`src/wraparound_zone_crossing_table_macros.svh`:
```
// Assertion helpers shared by the zone crossing table RTL.
`ifndef WRAPAROUND_ZONE_CROSSING_TABLE_MACROS_SVH
`define WRAPAROUND_ZONE_CROSSING_TABLE_MACROS_SVH

// Property that must hold at every clock edge outside of reset.
`define WZCT_ASSERT(lbl, prop, msg) \
    lbl: assert property (@(posedge i_clk) disable iff (!i_rst_n) (prop)) else $error(msg);

// Condition that must never be seen outside of reset.
`define WZCT_NEVER(lbl, cond, msg) \
    lbl: assert property (@(posedge i_clk) disable iff (!i_rst_n) !(cond)) else $error(msg);

`endif

```
`src/wzct_pkg.sv`:
```
package wzct_pkg;

    localparam int TABLE_DEPTH_DEF   = 16;
    localparam int FRACTION_BITS_DEF = 15;
    localparam int POS_W             = 16;
    localparam int REGION_W          = 8;

    typedef enum logic [1:0] {
        OP_INSERT   = 2'd0,
        OP_REMOVE   = 2'd1,
        OP_EVALUATE = 2'd2,
        OP_CLEAR    = 2'd3
    } t_op;

    typedef enum logic [1:0] {
        KIND_ACK   = 2'd0,
        KIND_ENTER = 2'd1,
        KIND_EXIT  = 2'd2
    } t_kind;

    typedef enum logic [1:0] {
        STATUS_OK      = 2'd0,
        STATUS_INVALID = 2'd1,
        STATUS_FULL    = 2'd2
    } t_status;

    typedef enum logic [3:0] {
        ST_IDLE,
        ST_INS_RD,
        ST_INS_CHK,
        ST_REM_RD,
        ST_REM_CHK,
        ST_EVL_RD,
        ST_EVL_CHK,
        ST_EVL_END,
        ST_ACK
    } t_state;

    typedef struct packed {
        logic [POS_W-1:0]    zstart;
        logic [POS_W-1:0]    zend;
        logic [REGION_W-1:0] region;
    } t_zone;

endpackage

```
`src/wraparound_zone_crossing_table.sv`:
```
// Zone crossing table for a circular track. Zones are kept sorted by start in one
// synchronous zone memory (start, end, region id); positions are unsigned fixed point
// with 1.0 = 2**FRACTION_BITS, and an end above 1.0 wraps past the origin. One command
// is in work at a time; o_in_stall is high from the accepting edge until its last
// result has entered the output register, which may still be waiting on i_out_stall
// when the next command is taken. Every table step reads one entry and then uses its
// registered read data: insert reads down from the top until an entry whose start is
// not larger or the bottom, remove and evaluate read every stored zone, and clear and
// a rejected insert read none; any of them can wait on the output side. Evaluate
// returns one transfer per zone entered or exited, in table order, with o_last on the
// final one, or a single acknowledge.
`include "wraparound_zone_crossing_table_macros.svh"

module wraparound_zone_crossing_table #(
    parameter int TABLE_DEPTH   = wzct_pkg::TABLE_DEPTH_DEF,
    parameter int FRACTION_BITS = wzct_pkg::FRACTION_BITS_DEF
) (
    input  logic                          i_clk,
    input  logic                          i_rst_n,
    input  logic                          i_in_valid,
    output logic                          o_in_stall,
    input  logic [1:0]                    i_operation,
    input  logic [wzct_pkg::REGION_W-1:0] i_region_id,
    input  logic [wzct_pkg::POS_W-1:0]    i_range_start,
    input  logic [wzct_pkg::POS_W-1:0]    i_range_end,
    input  logic [wzct_pkg::POS_W-1:0]    i_prev_start,
    input  logic [wzct_pkg::POS_W-1:0]    i_prev_end,
    input  logic [wzct_pkg::POS_W-1:0]    i_cur_start,
    input  logic [wzct_pkg::POS_W-1:0]    i_cur_end,
    output logic                          o_out_valid,
    input  logic                          i_out_stall,
    output logic [1:0]                    o_event_kind,
    output logic [wzct_pkg::REGION_W-1:0] o_event_region,
    output logic [1:0]                    o_status,
    output logic                          o_last
);

    localparam int PW = wzct_pkg::POS_W;
    localparam int RW = wzct_pkg::REGION_W;
    localparam int AW = (TABLE_DEPTH > 1) ? $clog2(TABLE_DEPTH) : 1;
    localparam int CW = $clog2(TABLE_DEPTH + 1);
    localparam int WW = (FRACTION_BITS + 2 > PW + 1) ? FRACTION_BITS + 2 : PW + 1;
    localparam logic [WW-1:0] POS_ONE = {{(WW-1){1'b0}}, 1'b1} << FRACTION_BITS;
    localparam logic [WW-1:0] POS_TWO = POS_ONE << 1;
    localparam logic [CW-1:0] DEPTH_C = CW'(TABLE_DEPTH);

    // Wraparound overlap of a position span (s1, e1) with a zone (s2, e2).
    function automatic logic span_hits(input logic [WW-1:0] s1, input logic [WW-1:0] e1,
                                       input logic [WW-1:0] s2, input logic [WW-1:0] e2);
        logic hit;
        if (s1 < e2) begin
            hit = (e1 >= s2) || ((e2 > POS_ONE) && (s1 + POS_ONE <= e2));
        end else begin
            hit = (e1 > POS_ONE) && (s2 + POS_ONE <= e1);
        end
        return hit;
    endfunction

    wzct_pkg::t_zone r_mem [TABLE_DEPTH];
    wzct_pkg::t_zone r_rd_data;

    wzct_pkg::t_state  r_state, n_state;
    logic [CW-1:0]     r_count, n_count;
    logic [CW-1:0]     r_idx, n_idx;
    logic [CW-1:0]     r_wr, n_wr;
    wzct_pkg::t_status r_status, n_status;
    logic [RW-1:0]     r_region, n_region;
    logic [PW-1:0]     r_rs, n_rs;
    logic [PW-1:0]     r_re, n_re;
    logic [PW-1:0]     r_ps, n_ps;
    logic [PW-1:0]     r_pe, n_pe;
    logic [PW-1:0]     r_cs, n_cs;
    logic [PW-1:0]     r_ce, n_ce;
    logic              r_pend_valid, n_pend_valid;
    wzct_pkg::t_kind   r_pend_kind, n_pend_kind;
    logic [RW-1:0]     r_pend_region, n_pend_region;

    logic              r_out_valid;
    wzct_pkg::t_kind   r_out_kind;
    logic [RW-1:0]     r_out_region;
    wzct_pkg::t_status r_out_status;
    logic              r_out_last;

    logic              in_xfer;
    logic              can_push;
    logic              push;
    wzct_pkg::t_kind   push_kind;
    logic [RW-1:0]     push_region;
    wzct_pkg::t_status push_status;
    logic              push_last;

    logic              mem_re;
    logic [AW-1:0]     mem_rd_addr;
    logic              mem_we;
    logic [AW-1:0]     mem_wr_addr;
    wzct_pkg::t_zone   mem_wr_data;

    logic [PW-1:0]     end_clamped;
    logic              range_bad;
    logic              was_in;
    logic              now_in;
    wzct_pkg::t_zone   new_zone;

    assign in_xfer  = i_in_valid && !o_in_stall;
    assign can_push = !r_out_valid || !i_out_stall;

    assign end_clamped = (i_range_end < i_range_start) ? i_range_start : i_range_end;
    assign range_bad   = (WW'(i_range_start) > POS_ONE) || (WW'(end_clamped) > POS_TWO);

    assign was_in = span_hits(WW'(r_ps), WW'(r_pe), WW'(r_rd_data.zstart),
                              WW'(r_rd_data.zend));
    assign now_in = span_hits(WW'(r_cs), WW'(r_ce), WW'(r_rd_data.zstart),
                              WW'(r_rd_data.zend));

    assign new_zone = '{zstart: r_rs, zend: r_re, region: r_region};

    always_ff @(posedge i_clk) begin
        if (!i_rst_n) begin
            r_state      <= wzct_pkg::ST_IDLE;
            r_count      <= '0;
            r_pend_valid <= 1'b0;
            r_out_valid  <= 1'b0;
        end else begin
            r_state      <= n_state;
            r_count      <= n_count;
            r_pend_valid <= n_pend_valid;
            if (push) begin
                r_out_valid <= 1'b1;
            end else if (!i_out_stall) begin
                r_out_valid <= 1'b0;
            end
        end
    end

    always_ff @(posedge i_clk) begin
        r_idx         <= n_idx;
        r_wr          <= n_wr;
        r_status      <= n_status;
        r_region      <= n_region;
        r_rs          <= n_rs;
        r_re          <= n_re;
        r_ps          <= n_ps;
        r_pe          <= n_pe;
        r_cs          <= n_cs;
        r_ce          <= n_ce;
        r_pend_kind   <= n_pend_kind;
        r_pend_region <= n_pend_region;
        if (push) begin
            r_out_kind   <= push_kind;
            r_out_region <= push_region;
            r_out_status <= push_status;
            r_out_last   <= push_last;
        end
    end

    always_ff @(posedge i_clk) begin
        if (mem_we) begin
            r_mem[mem_wr_addr] <= mem_wr_data;
        end
    end

    always_ff @(posedge i_clk) begin
        if (mem_re) begin
            r_rd_data <= r_mem[mem_rd_addr];
        end
    end

    always_comb begin
        n_state       = r_state;
        n_count       = r_count;
        n_idx         = r_idx;
        n_wr          = r_wr;
        n_status      = r_status;
        n_region      = r_region;
        n_rs          = r_rs;
        n_re          = r_re;
        n_ps          = r_ps;
        n_pe          = r_pe;
        n_cs          = r_cs;
        n_ce          = r_ce;
        n_pend_valid  = r_pend_valid;
        n_pend_kind   = r_pend_kind;
        n_pend_region = r_pend_region;
        push          = 1'b0;
        push_kind     = wzct_pkg::KIND_ACK;
        push_region   = '0;
        push_status   = wzct_pkg::STATUS_OK;
        push_last     = 1'b1;
        mem_re        = 1'b0;
        mem_rd_addr   = r_idx[AW-1:0];
        mem_we        = 1'b0;
        mem_wr_addr   = r_idx[AW-1:0];
        mem_wr_data   = new_zone;
        o_in_stall    = 1'b1;

        unique case (r_state)
            wzct_pkg::ST_IDLE: begin
                o_in_stall = 1'b0;
                if (in_xfer) begin
                    n_region = i_region_id;
                    n_rs     = i_range_start;
                    n_re     = end_clamped;
                    n_ps     = i_prev_start;
                    n_pe     = (i_prev_end < i_prev_start) ? i_prev_start : i_prev_end;
                    n_cs     = i_cur_start;
                    n_ce     = (i_cur_end < i_cur_start) ? i_cur_start : i_cur_end;
                    n_status = wzct_pkg::STATUS_OK;
                    n_idx    = '0;
                    n_wr     = '0;
                    unique case (wzct_pkg::t_op'(i_operation))
                        wzct_pkg::OP_INSERT: begin
                            n_idx = r_count;
                            if (range_bad) begin
                                n_status = wzct_pkg::STATUS_INVALID;
                                n_state  = wzct_pkg::ST_ACK;
                            end else if (r_count >= DEPTH_C) begin
                                n_status = wzct_pkg::STATUS_FULL;
                                n_state  = wzct_pkg::ST_ACK;
                            end else begin
                                n_state = wzct_pkg::ST_INS_RD;
                            end
                        end
                        wzct_pkg::OP_REMOVE: begin
                            n_state = wzct_pkg::ST_REM_RD;
                        end
                        wzct_pkg::OP_EVALUATE: begin
                            n_pend_valid = 1'b0;
                            n_state      = wzct_pkg::ST_EVL_RD;
                        end
                        wzct_pkg::OP_CLEAR: begin
                            n_count = '0;
                            n_state = wzct_pkg::ST_ACK;
                        end
                    endcase
                end
            end

            // Insert walks down from the top of the table, moving each entry with a
            // larger start up by one, and drops the new zone into the hole left behind.
            wzct_pkg::ST_INS_RD: begin
                if (r_idx == '0) begin
                    mem_we  = 1'b1;
                    n_count = r_count + 1'b1;
                    n_state = wzct_pkg::ST_ACK;
                end else begin
                    mem_re      = 1'b1;
                    mem_rd_addr = AW'(r_idx - 1'b1);
                    n_state     = wzct_pkg::ST_INS_CHK;
                end
            end

            wzct_pkg::ST_INS_CHK: begin
                mem_we = 1'b1;
                if (r_rd_data.zstart > r_rs) begin
                    mem_wr_data = r_rd_data;
                    n_idx       = r_idx - 1'b1;
                    n_state     = wzct_pkg::ST_INS_RD;
                end else begin
                    n_count = r_count + 1'b1;
                    n_state = wzct_pkg::ST_ACK;
                end
            end

            // Remove compacts the table in place: entries that survive are copied down
            // to the write index, which never passes the read index.
            wzct_pkg::ST_REM_RD: begin
                if (r_idx == r_count) begin
                    n_count = r_wr;
                    n_state = wzct_pkg::ST_ACK;
                end else begin
                    mem_re  = 1'b1;
                    n_state = wzct_pkg::ST_REM_CHK;
                end
            end

            wzct_pkg::ST_REM_CHK: begin
                if (r_rd_data.region != r_region) begin
                    mem_we      = 1'b1;
                    mem_wr_addr = r_wr[AW-1:0];
                    mem_wr_data = r_rd_data;
                    n_wr        = r_wr + 1'b1;
                end
                n_idx   = r_idx + 1'b1;
                n_state = wzct_pkg::ST_REM_RD;
            end

            wzct_pkg::ST_EVL_RD: begin
                if (r_idx == r_count) begin
                    n_state = wzct_pkg::ST_EVL_END;
                end else begin
                    mem_re  = 1'b1;
                    n_state = wzct_pkg::ST_EVL_CHK;
                end
            end

            // Each crossing is held back one step, since only the next one (or the end
            // of the table) tells whether it is the final transfer.
            wzct_pkg::ST_EVL_CHK: begin
                if (was_in == now_in) begin
                    n_idx   = r_idx + 1'b1;
                    n_state = wzct_pkg::ST_EVL_RD;
                end else if (!r_pend_valid || can_push) begin
                    push          = r_pend_valid;
                    push_kind     = r_pend_kind;
                    push_region   = r_pend_region;
                    push_last     = 1'b0;
                    n_pend_valid  = 1'b1;
                    n_pend_kind   = now_in ? wzct_pkg::KIND_ENTER : wzct_pkg::KIND_EXIT;
                    n_pend_region = r_rd_data.region;
                    n_idx         = r_idx + 1'b1;
                    n_state       = wzct_pkg::ST_EVL_RD;
                end
            end

            wzct_pkg::ST_EVL_END: begin
                if (can_push) begin
                    push         = 1'b1;
                    n_pend_valid = 1'b0;
                    if (r_pend_valid) begin
                        push_kind   = r_pend_kind;
                        push_region = r_pend_region;
                    end
                    n_state = wzct_pkg::ST_IDLE;
                end
            end

            wzct_pkg::ST_ACK: begin
                if (can_push) begin
                    push        = 1'b1;
                    push_status = r_status;
                    n_state     = wzct_pkg::ST_IDLE;
                end
            end

            default: begin
                n_state = wzct_pkg::ST_IDLE;
            end
        endcase
    end

    assign o_out_valid    = r_out_valid;
    assign o_event_kind   = r_out_kind;
    assign o_event_region = r_out_region;
    assign o_status       = r_out_status;
    assign o_last         = r_out_last;

    `WZCT_NEVER(a_count_in_range, r_count > DEPTH_C, "zone count exceeds table depth")
    `WZCT_ASSERT(a_compact_order, (r_state == wzct_pkg::ST_REM_CHK) |-> (r_wr <= r_idx),
                 "remove write index passed read index")
    `WZCT_ASSERT(a_pend_in_eval, r_pend_valid |-> (r_state == wzct_pkg::ST_EVL_RD ||
                 r_state == wzct_pkg::ST_EVL_CHK || r_state == wzct_pkg::ST_EVL_END),
                 "held crossing outside evaluate")
    `WZCT_ASSERT(a_busy_after_accept, in_xfer |=> (r_state != wzct_pkg::ST_IDLE),
                 "command accepted but block stayed idle")
    `WZCT_ASSERT(a_write_below_depth, mem_we |-> (r_state == wzct_pkg::ST_REM_CHK ||
                 r_idx < DEPTH_C), "table write beyond depth")

endmodule

```
`config.mk`:
```
export PLATFORM = sky130hd
export DESIGN_NAME = wraparound_zone_crossing_table
export DESIGN_NICKNAME = d
export VERILOG_FILES = /design/src/wzct_pkg.sv /design/src/wraparound_zone_crossing_table.sv
export VERILOG_INCLUDE_DIRS = /design/src /design/src/src
export SDC_FILE = /design/constraint.sdc
export NUM_CORES = 1
export LEC_CHECK = 0
export BUFFER_PORTS_ARGS = -buffer_cell sky130_fd_sc_hd__buf_2
export CORE_AREA = 2 2 327 329
export DETAILED_ROUTE_END_ITERATION = 7
export DIE_AREA = 0 0 329 331
export MAX_ROUTING_LAYER = met4
export PLACE_DENSITY = 0.51
export SYNTH_ARGS = -nofsm -noshare
export SYNTH_HDL_FRONTEND = slang
export SYNTH_SLANG_ARGS = --single-unit
```
`constraint.sdc`:
```
create_clock -name i_clk -period 5.2 [get_ports i_clk]
set_input_delay 1.04 -clock i_clk [delete_from_list [all_inputs] [get_ports i_clk]]
set_output_delay 1.04 -clock i_clk [all_outputs]
set_load 0.01 [all_outputs]
```
# Word level (Yosys, flattened, before mapping)
# Memories as Yosys holds them, arrays and structs flattened. A register that Yosys moved wholly into a read port is not among the register bits.
# Index checks and enable logic that the tools add are counted.
[classes]
addsub = 7
multipliers = 0
n_div = 0
order_cmp = 18
n_eq_ne = 28
shift = 0
n_mux = 74
n_bitwise = 3
reduce_logical = 32
[ops]
columns = ["operator", "n"]
rows = [
  ["< comparator 16 bit", 5],
  ["2-to-1 mux 40 bit", 2],
  ["one-hot mux 40 bit (2 select lines)", 1],
  ["less-or-equal comparator 17 x 16 -> 1 bit", 4],
  ["> comparator 16 bit, second input constant", 4],
  ["2-to-1 mux 5 bit", 12],
  ["2-to-1 mux 4 bit", 13],
  ["adder 16 x 16 -> 17 bit, second input constant", 3],
  ["2-to-1 mux 16 bit", 3],
  ["one-hot mux 5 bit (4 select lines)", 2],
  ["greater-or-equal comparator 16 bit", 2],
  ["2-to-1 mux 8 bit", 4],
  ["one-hot mux 4 bit (8 select lines)", 1],
  ["2-to-1 mux 1 bit", 22],
  ["inequality test 2 bit, second input constant", 9],
  ["> comparator 16 x 17 -> 1 bit, second input constant", 1],
  ["equality test 4 x 3 -> 1 bit, second input constant", 4],
  ["> comparator 16 bit", 1],
  ["one-hot mux 4 bit (4 select lines)", 1],
  ["one-hot mux 8 bit (2 select lines)", 1],
  ["adder 5 x 1 -> 5 bit, second input constant", 3],
  ["2-to-1 mux 2 bit", 6],
  ["AND reduction 6 bit", 2],
  ["one-hot mux 5 bit (2 select lines)", 1],
  ["other kinds (29)", 55],
]
[word_totals]
regBits = 150
latch_bits = 0
ram_bits = 640
rom_bits = 0
in_bits = 110
out_inout_bits = 15
word_cells = 184
n_memories = 1
[mem_list]
columns = ["name", "words", "word_bits", "read_ports", "rd_clocked_by_memory_dff", "write_ports", "line_no", "text"]
rows = [
  ["r_mem", 16, 40, 1, 1, 1, "wraparound_zone_crossing_table.sv:59", "wzct_pkg::t_zone r_mem [TABLE_DEPTH];"],
]

# Depth between registers and ports, before layout
# Gate-level depths: netlist of run 1.
[logic_depth]
word_depth = 9
depth_mapped = 14

# Worst setup path after synthesis of run 1
# Ideal clock, no wire load.
[synth_path]
path_type = "input-to-reg"
startpoint = "input i_in_valid"
endpoint = "register r_ce[0], enable pin"
setup_time_ns = 0.478
arrival_time_ns = 3.527
t_required_ns = 4.722
slack_ns = 1.195
cell_stages = 1
n_path_buf = 0
path_cell_list = "and3_1"
[synth_between]
elab_chain_cells = 2
[synth_rtl]
columns = ["element", "line_no", "text"]
rows = [
  ["start: declaration", "wraparound_zone_crossing_table.sv:20", "input logic i_in_valid,"],
  ["logical AND 1 bit", "wraparound_zone_crossing_table.sv:104", "assign in_xfer = i_in_valid && !o_in_stall;"],
  ["AND reduction 2 bit (no line)", "n/a", ""],
  ["end signal: assignment", "wraparound_zone_crossing_table.sv:145", "r_ce <= n_ce;"],
  ["end: declaration", "wraparound_zone_crossing_table.sv:73", "logic [PW-1:0] r_ce, n_ce;"],
]
# No other way between the ends.
# A chain may end at the register's enable or synchronous reset.

# Worst setup path in the final report of run 1
[layout_path]
startpoint = "register, netlist name r_rd_data[18]"
endpoint = "register r_out_status[1], in the netlist o_status[1], enable pin"
[layout_between]
elab_chain_cells = 7
elab_cells_between_ends = 14
[layout_rtl]
columns = ["element", "line_no", "text"]
rows = [
  ["less-or-equal comparator 17 x 16 -> 1 bit / > comparator 16 bit (equally long branches)", "wraparound_zone_crossing_table.sv:52", "hit = (e1 >= s2) || ((e2 > POS_ONE) && (s1 + POS_ONE <= e2));"],
  ["logical AND 1 bit", "wraparound_zone_crossing_table.sv:52", ""],
  ["logical OR 1 bit", "wraparound_zone_crossing_table.sv:52", ""],
  ["2-to-1 mux 1 bit", "wraparound_zone_crossing_table.sv:51", "if (s1 < e2) begin"],
  ["equality test 1 bit *", "wraparound_zone_crossing_table.sv:299", "if (was_in == now_in) begin"],
  ["2-to-1 mux 1 bit *", "wraparound_zone_crossing_table.sv:299", ""],
  ["one-hot mux 1 bit (2 select lines) *", "wraparound_zone_crossing_table.sv:196", "unique case (r_state)"],
  ["named net push", "wraparound_zone_crossing_table.sv:86", "logic push;"],
  ["end signal: assignment", "wraparound_zone_crossing_table.sv:151", "r_out_status <= push_status;"],
  ["end: declaration", "wraparound_zone_crossing_table.sv:81", "wzct_pkg::t_status r_out_status;"],
]
# Mark *: on every way through the listed nets, which the timed path passes. The rest lies on a longest branch.

==> impl_metrics.ini, run 1 <==
[outcome]
status = finished, final reports clean

[timing]
clock_skew_ps = 28.2
layout_min_cycle_time_ps = 4470
slew_headroom = 0.189
finalSetupTns_ps = 0
finalWorstSetupSlack_ps = 731
rsz0062_at_grt = false
fmax_ghz = 0.224
tightest_slew_ps = 1200
period_share = 0.859
setup_viol = 0
hold_violations = 0
slew_viol_final = 0

[pwr]
switchingPower_mw = 9.65
internal_power_mw = 17.3
sequentialPowerShare = 0.382
power_density_nw_per_um2 = 630
peakVddDrop_v = 0.000482
p_comb_frac = 0.377
power.leakage_nw = 15.1
swShare = 0.359
pwr-share-clk = 0.241

[die]
fp.dieH_um = 331
row_count = 119
fp.dieArea_um2 = 109000
fp.dieW_um = 329
initial_core_util = 0.349
io_pins = 125
core_area_um2 = 105000

[synthesis]
synth_edf_count = 819
syn-cell-area_um2 = 36600
yosysTopAreaCell = edfxtp_1
avgSynthCellArea_um2 = 16.3
synth_top_cell_area_share = 0.671
synth_common_cells = 819 x edfxtp_1, 169 x ha_1, 165 x inv_1
synth.most_common_cell = edfxtp_1
ys_warn_count = 0
synth_ff_type = edfxtp_1
ys_types = 74
syn_inst = 2242
synth.area.top_cells = edfxtp_1 67%, mux4_2 9.8%, ha_1 5.8%
synth-async-reset-ratio = 0
yosys_register_bits = 830
postSynthNetCount = 2521
synth-seq-area-share = 0.677

[setup_path]
cp-start-kind = flop
path_delay_family = compound AO/OA/AOI/OAI gates
crit_slowest_cell = mux2i_1
cp_num_buf_inv = 1
cp.arrival_ps = 4770
slowest_delay_ps = 890
worstSetupPathType = flop to flop
worstSetupPathDepth = 11
ff2ff_path_depth = 11
cp-end-kind = flop
cp_max_fo = 13
path_cells = inv_1 > ha_1 > and3_1 > a2111oi_0 > nand2_1 > o32ai_1 > mux2i_1 > xor2_2 > nand3_2 > nor2_1 > o31a_1
cp_data_required_time_ps = 5500

[routing]
first_pass_iters = 6
drt_iter0_drc = 1988
vias = 21000
drc_errors = 0
viasPerCell = 5.35
wl_um = 104000
post_drt_wl_per_cell_um = 26.4
postRouteAntennaNets = 0

[global_route]
grt_overflow_total = 0
grt_pass1_vias = 21600
grt_antenna_before_repair = 4
track_usage = 0.197
grt_pass1_wl_um = 151000
grt_max_degree = 56

[cts]
path_clk_slew_ps = 60
cts.sinks = 830
ctsHtreeMaxLevel = 3
ctsResizeCount = 0
root_buffer = clkbuf_16
cts_buffers = 93
clock_latency_ps = 670
hold_buffers = 0
cts_tree = done
post_cts_buffers = 0
cts_buffer_depth = 3

[placed_design]
place_hpwl_um = 65200
postPlaceCellArea_um2 = 39700
io_buffers = 124
place.gp.congestion = 0.910
dpl_worst_slack_ps = 814

[min_path]
whs_path_depth = 0
worstHoldPathType = flop to flop

[finish]
stdcell_area_um2 = 42700
finalNetCount = 2746
drive_gt1_frac = 0.240
areaGrowthSynthToFinish_pct = 16.7
fillers = 9519

[job]
maxCapViolations = 0
-- power by group through the flow --
stage               logic [mW]  clock network [mW]  registers, mW
finish                    10.1                6.48           10.3
floorplan                 6.66                   0           10.1
global placement          10.1                   0           10.4
CTS                       10.3                6.64           10.3
detailed placement        10.3                   0           10.4
global route              11.1                6.88           10.4
-- per-stage QoR --
step | total power [mW] | util | hold slack (ps) | cells
2_1_floorplan | 16.7 | - | 470 | 2242
3_3_place_gp | 20.5 | 0.379 | 516 | 3763
3_5_place_dp | 20.7 | 0.379 | 520 | 3763
4_1_cts | 27.3 | 0.407 | 497 | 3933
5_1_grt | 28.3 | 0.407 | 516 | 3934
6_report | 26.9 | 0.407 | 510 | 3937
-- final cells by class --
class,count,area (µm²),share of cell area
clock inverter,66,639,0.0150
clock buffer,104,2370,0.0554
multi-input combinational,1159,11000,0.257
antenna,4,10.0,0.000234
tap,1391,1740,0.0407
timing repair buffer,218,1550,0.0363
inverter,165,619,0.0145
sequential,830,24800,0.580
-- layout by cell type, fill, tap and decap left out, drive strengths merged, types with 53 or more instances in the layout --
master / Yosys / layout
edfxtp: 819 / 819
ha: 169 / 169
o21ai: 79 / 79
inv: 165 / 170
nor2: 65 / 65
a21oi: 58 / 58
buf: 36 / 218
mux4: 160 / 160
clkbuf: 52 / 104
and2: 53 / 53
nand2: 129 / 129
nand3: 61 / 61
-- flip-flops by register name (all words and copies together), names as in the netlist --
register	cells
o_event_kind	2
o_event_region	8
o_last	1
o_out_valid	1
o_status	2
r_ce	16
r_count	5
r_cs	16
r_idx	5
r_mem	640
r_pe	16
r_pend_kind	2
r_pend_region	8
r_pend_valid	1
r_ps	16
r_rd_data	40
r_re	16
r_region	8
r_rs	16
r_state	4
r_status	2
r_wr	5
-- logic make-up after synthesis --
logic type	count (synthesis)	share of synthesized area
DFF	830	0.677
adders and majority gates	169	0.0577
buffers and inverters	253	0.0275
muxes	215	0.115
xor gates and xnor gates	22	0.00546
AOI/OAI and AO/OA	328	0.0589
and+or+nand+nor	425	0.0579
-- per-layer routing --
metal | track usage | wire length (µm) | share of wire
met2 | 0.303 | 47900 | 0.46
met1 | 0.275 | 47900 | 0.46
met4 | 0.0429 | 1930 | 0.019
met5 | - | 0 | 0
met3 | 0.0343 | 6130 | 0.059
-- worst reg2reg max path, cell delays in order (launching register included) --
cell and delay [ps]:
edfxtp_1 480, inv_1 130, ha_1 350, and3_1 200
a2111oi_0 500, nand2_1 110, o32ai_1 330, mux2i_1 890
xor2_2 260, nand3_2 150, nor2_1 160, o31a_1 550
-- worst paths after layout --
path | slack, ps | end | startpoint
worst max-delay path | 730 | o_status[1] | r_rd_data[18]
worst min register to register | 510 | r_pend_region[5] | r_rd_data[5]
worst min-delay path | 510 | r_pend_region[5] | r_rd_data[5]
worst max register to register | 730 | o_status[1] | r_rd_data[18]
Power figures use the tool's default switching activity.
==> inputs of run 2 (changes only) <==
--- a/config.mk
+++ b/config.mk
@@ -6,10 +6,11 @@
 export SDC_FILE = /design/constraint.sdc
 export NUM_CORES = 1
 export LEC_CHECK = 0
+export ABC_AREA = 1
 export BUFFER_PORTS_ARGS = -buffer_cell sky130_fd_sc_hd__buf_2
-export CORE_AREA = 2 2 327 329
+export CORE_AREA = 2 2 328 330
 export DETAILED_ROUTE_END_ITERATION = 7
-export DIE_AREA = 0 0 329 331
+export DIE_AREA = 0 0 330 332
 export MAX_ROUTING_LAYER = met4
 export PLACE_DENSITY = 0.51
 export SYNTH_ARGS = -nofsm -noshare
==> impl_metrics.ini, run 2 <==
[pwr]
p_comb_frac = 0.401
finalPower_mw = 27.3
pwr-share-clk = 0.230
switchingPower_mw = 11.1
sequentialPowerShare = 0.369
power_density_nw_per_um2 = 640
swShare = 0.406
peakVddDrop_v = 0.000660
power.leakage_nw = 15.3
internal_power_mw = 16.2

[outcome]
violations = DRC
status = complete, but fails checks

[timing]
fmax_ghz = 0.266
rsz0062_at_grt = false
period_share = 0.723
clock_skew_ps = 42.6
setup_viol = 0
slew_headroom = 0.237
finalSetupTns_ps = 0
tightest_slew_ps = 1140
hold_violations = 0
layout_min_cycle_time_ps = 3760
whs_ps = 497
slew_viol_final = 0

[setup_path]
path_cells = inv_1 > ha_1 > nand3_1 > inv_1 > nor2_4 > inv_2 > nand2_2 > nand2_8 > inv_8 > buf_4 > buf_4 > o21ai_0 > o22ai_1 > o21ai_0 > o21ai_1
cp_max_fo = 77
cp.arrival_ps = 4260
cp-start-kind = flop
worstSetupPathType = flop to flop
slowest_delay_ps = 500
crit_slowest_cell = inv_8
cp_data_required_time_ps = 5690
path_delay_family = buffers and inverters
cp-end-kind = flop
cp_num_buf_inv = 6

[synthesis]
syn-cell-area_um2 = 37000
ys_warn_count = 0
synth.most_common_cell = edfxtp_1
yosysTopAreaCell = edfxtp_1
synth-async-reset-ratio = 0
avgSynthCellArea_um2 = 11.8
synth_edf_count = 819
synth_top_cell_area_share = 0.665
synth_ff_type = edfxtp_1
ys_types = 45
yosys_register_bits = 830
synth.area.top_cells = edfxtp_1 67%, o21ai_0 6.2%, ha_1 5.7%
synth_common_cells = 819 x edfxtp_1, 462 x nor2_1, 461 x o21ai_0
syn_inst = 3121
postSynthNetCount = 3400
synth-seq-area-share = 0.671

[routing]
post_drt_wl_per_cell_um = 22.4
postRouteAntennaNets = 0
drc_errors = 8
vias = 24700
drt_iter0_drc = 2136
viasPerCell = 5.21
wl_um = 106000
first_pass_iters = 8

[cts]
ctsHtreeMaxLevel = 3
clock_latency_ps = 670
ctsResizeCount = 0
cts_buffer_depth = 3
post_cts_buffers = 0
path_clk_slew_ps = 60
cts_buffers = 88
hold_buffers = 0
cts_tree = done
cts.sinks = 830
root_buffer = clkbuf_16

[finish]
areaGrowthSynthToFinish_pct = 15.2
top_regs = r_mem: 640 flops, r_rd_data: 40 flops
finalNetCount = 3548
final_cell_mix = 819 x edfxtp_1, 459 x o21ai_0, 444 x nor2_1
layout_commonest_cell = edfxtp_1
drive_gt1_frac = 0.112
regMostFlops = r_mem
largest_reg_flops = 640
fillers = 10100

[placed_design]
place_hpwl_um = 65600
place.gp.congestion = 0.869
io_buffers = 124

[global_route]
grt_pass1_vias = 24000
track_usage = 0.198
grt_antenna_before_repair = 6
grt_max_degree = 137
grt_overflow_total = 0
grt_pass1_wl_um = 157000

[die]
fp.dieArea_um2 = 110000
fp.dieH_um = 332
row_count = 120
initial_core_util = 0.348
core_area_um2 = 106000
fp.dieW_um = 330
io_pins = 125

[min_path]
worstHoldPathType = flop to flop

[job]
maxCapViolations = 0
[run 2: routing by layer]
layer	global-route usage	share of wire
met1	0.265	0.45
met4	0.0589	0.028
met2	0.305	0.46
met5	-	0
met3	0.0366	0.058
[run 2: kinds of logic after synthesis]
group                      count (synthesis)  share of synthesized area
AOI/OAI and AO/OA                        832                      0.127
xor gates and xnor gates                  16                    0.00379
adders and majority gates                169                     0.0572
buffers and inverters                    387                     0.0413
DFF                                      830                      0.671
muxes                                      9                    0.00274
and+or+nand+nor                          878                     0.0966
[run 2: worst min-delay path, stage by stage, from the launching register on]
cell and delay (ps):
dfxtp_1 320, inv_1 70, a21oi_1 60
[run 2: final timing paths]
check | startpoint | end | slack, ps | cells after the start
min reg2reg | r_pend_valid | r_pend_valid | 500 | 2
max reg2reg | r_idx[0] | r_rd_data[10] | 1440 | 15
min | r_pend_valid | r_pend_valid | 500 | 2
max | r_idx[0] | r_rd_data[10] | 1440 | 15
[run 2: stage by stage]
step                      area, µm²  setup WS [ps]   util  std cells
after CTS                     42600           1400  0.400       4744
after global routing          42600           1110  0.400       4745
after global placement        39700           1460  0.373       4582
final                         42600           1440  0.400       4746
after detailed placement      39700           1460  0.373       4582
after floorplan               37000            921      -       3121
[run 2: area by class of cell]
type | instances | area (µm²) | share of cell area
antenna | 2 | 5.00 | 0.000118
clock buffer | 103 | 2300 | 0.0541
clock inverter | 59 | 563 | 0.0132
inverter | 241 | 917 | 0.0215
multi-input combinational | 1904 | 10800 | 0.254
sequential | 830 | 24800 | 0.583
tap | 1403 | 1760 | 0.0412
timing repair buffer | 204 | 1400 | 0.0328
[run 2: power by group through the flow]
stage               Clock (mW)  Combinational [mW]  Sequential [mW]
finish                    6.28                10.9             10.1
global route              6.64                12.2             10.1
CTS                       6.40                11.0             10.1
detailed placement           0                11.0             10.2
global placement             0                11.0             10.2
floorplan                    0                6.83             10.1
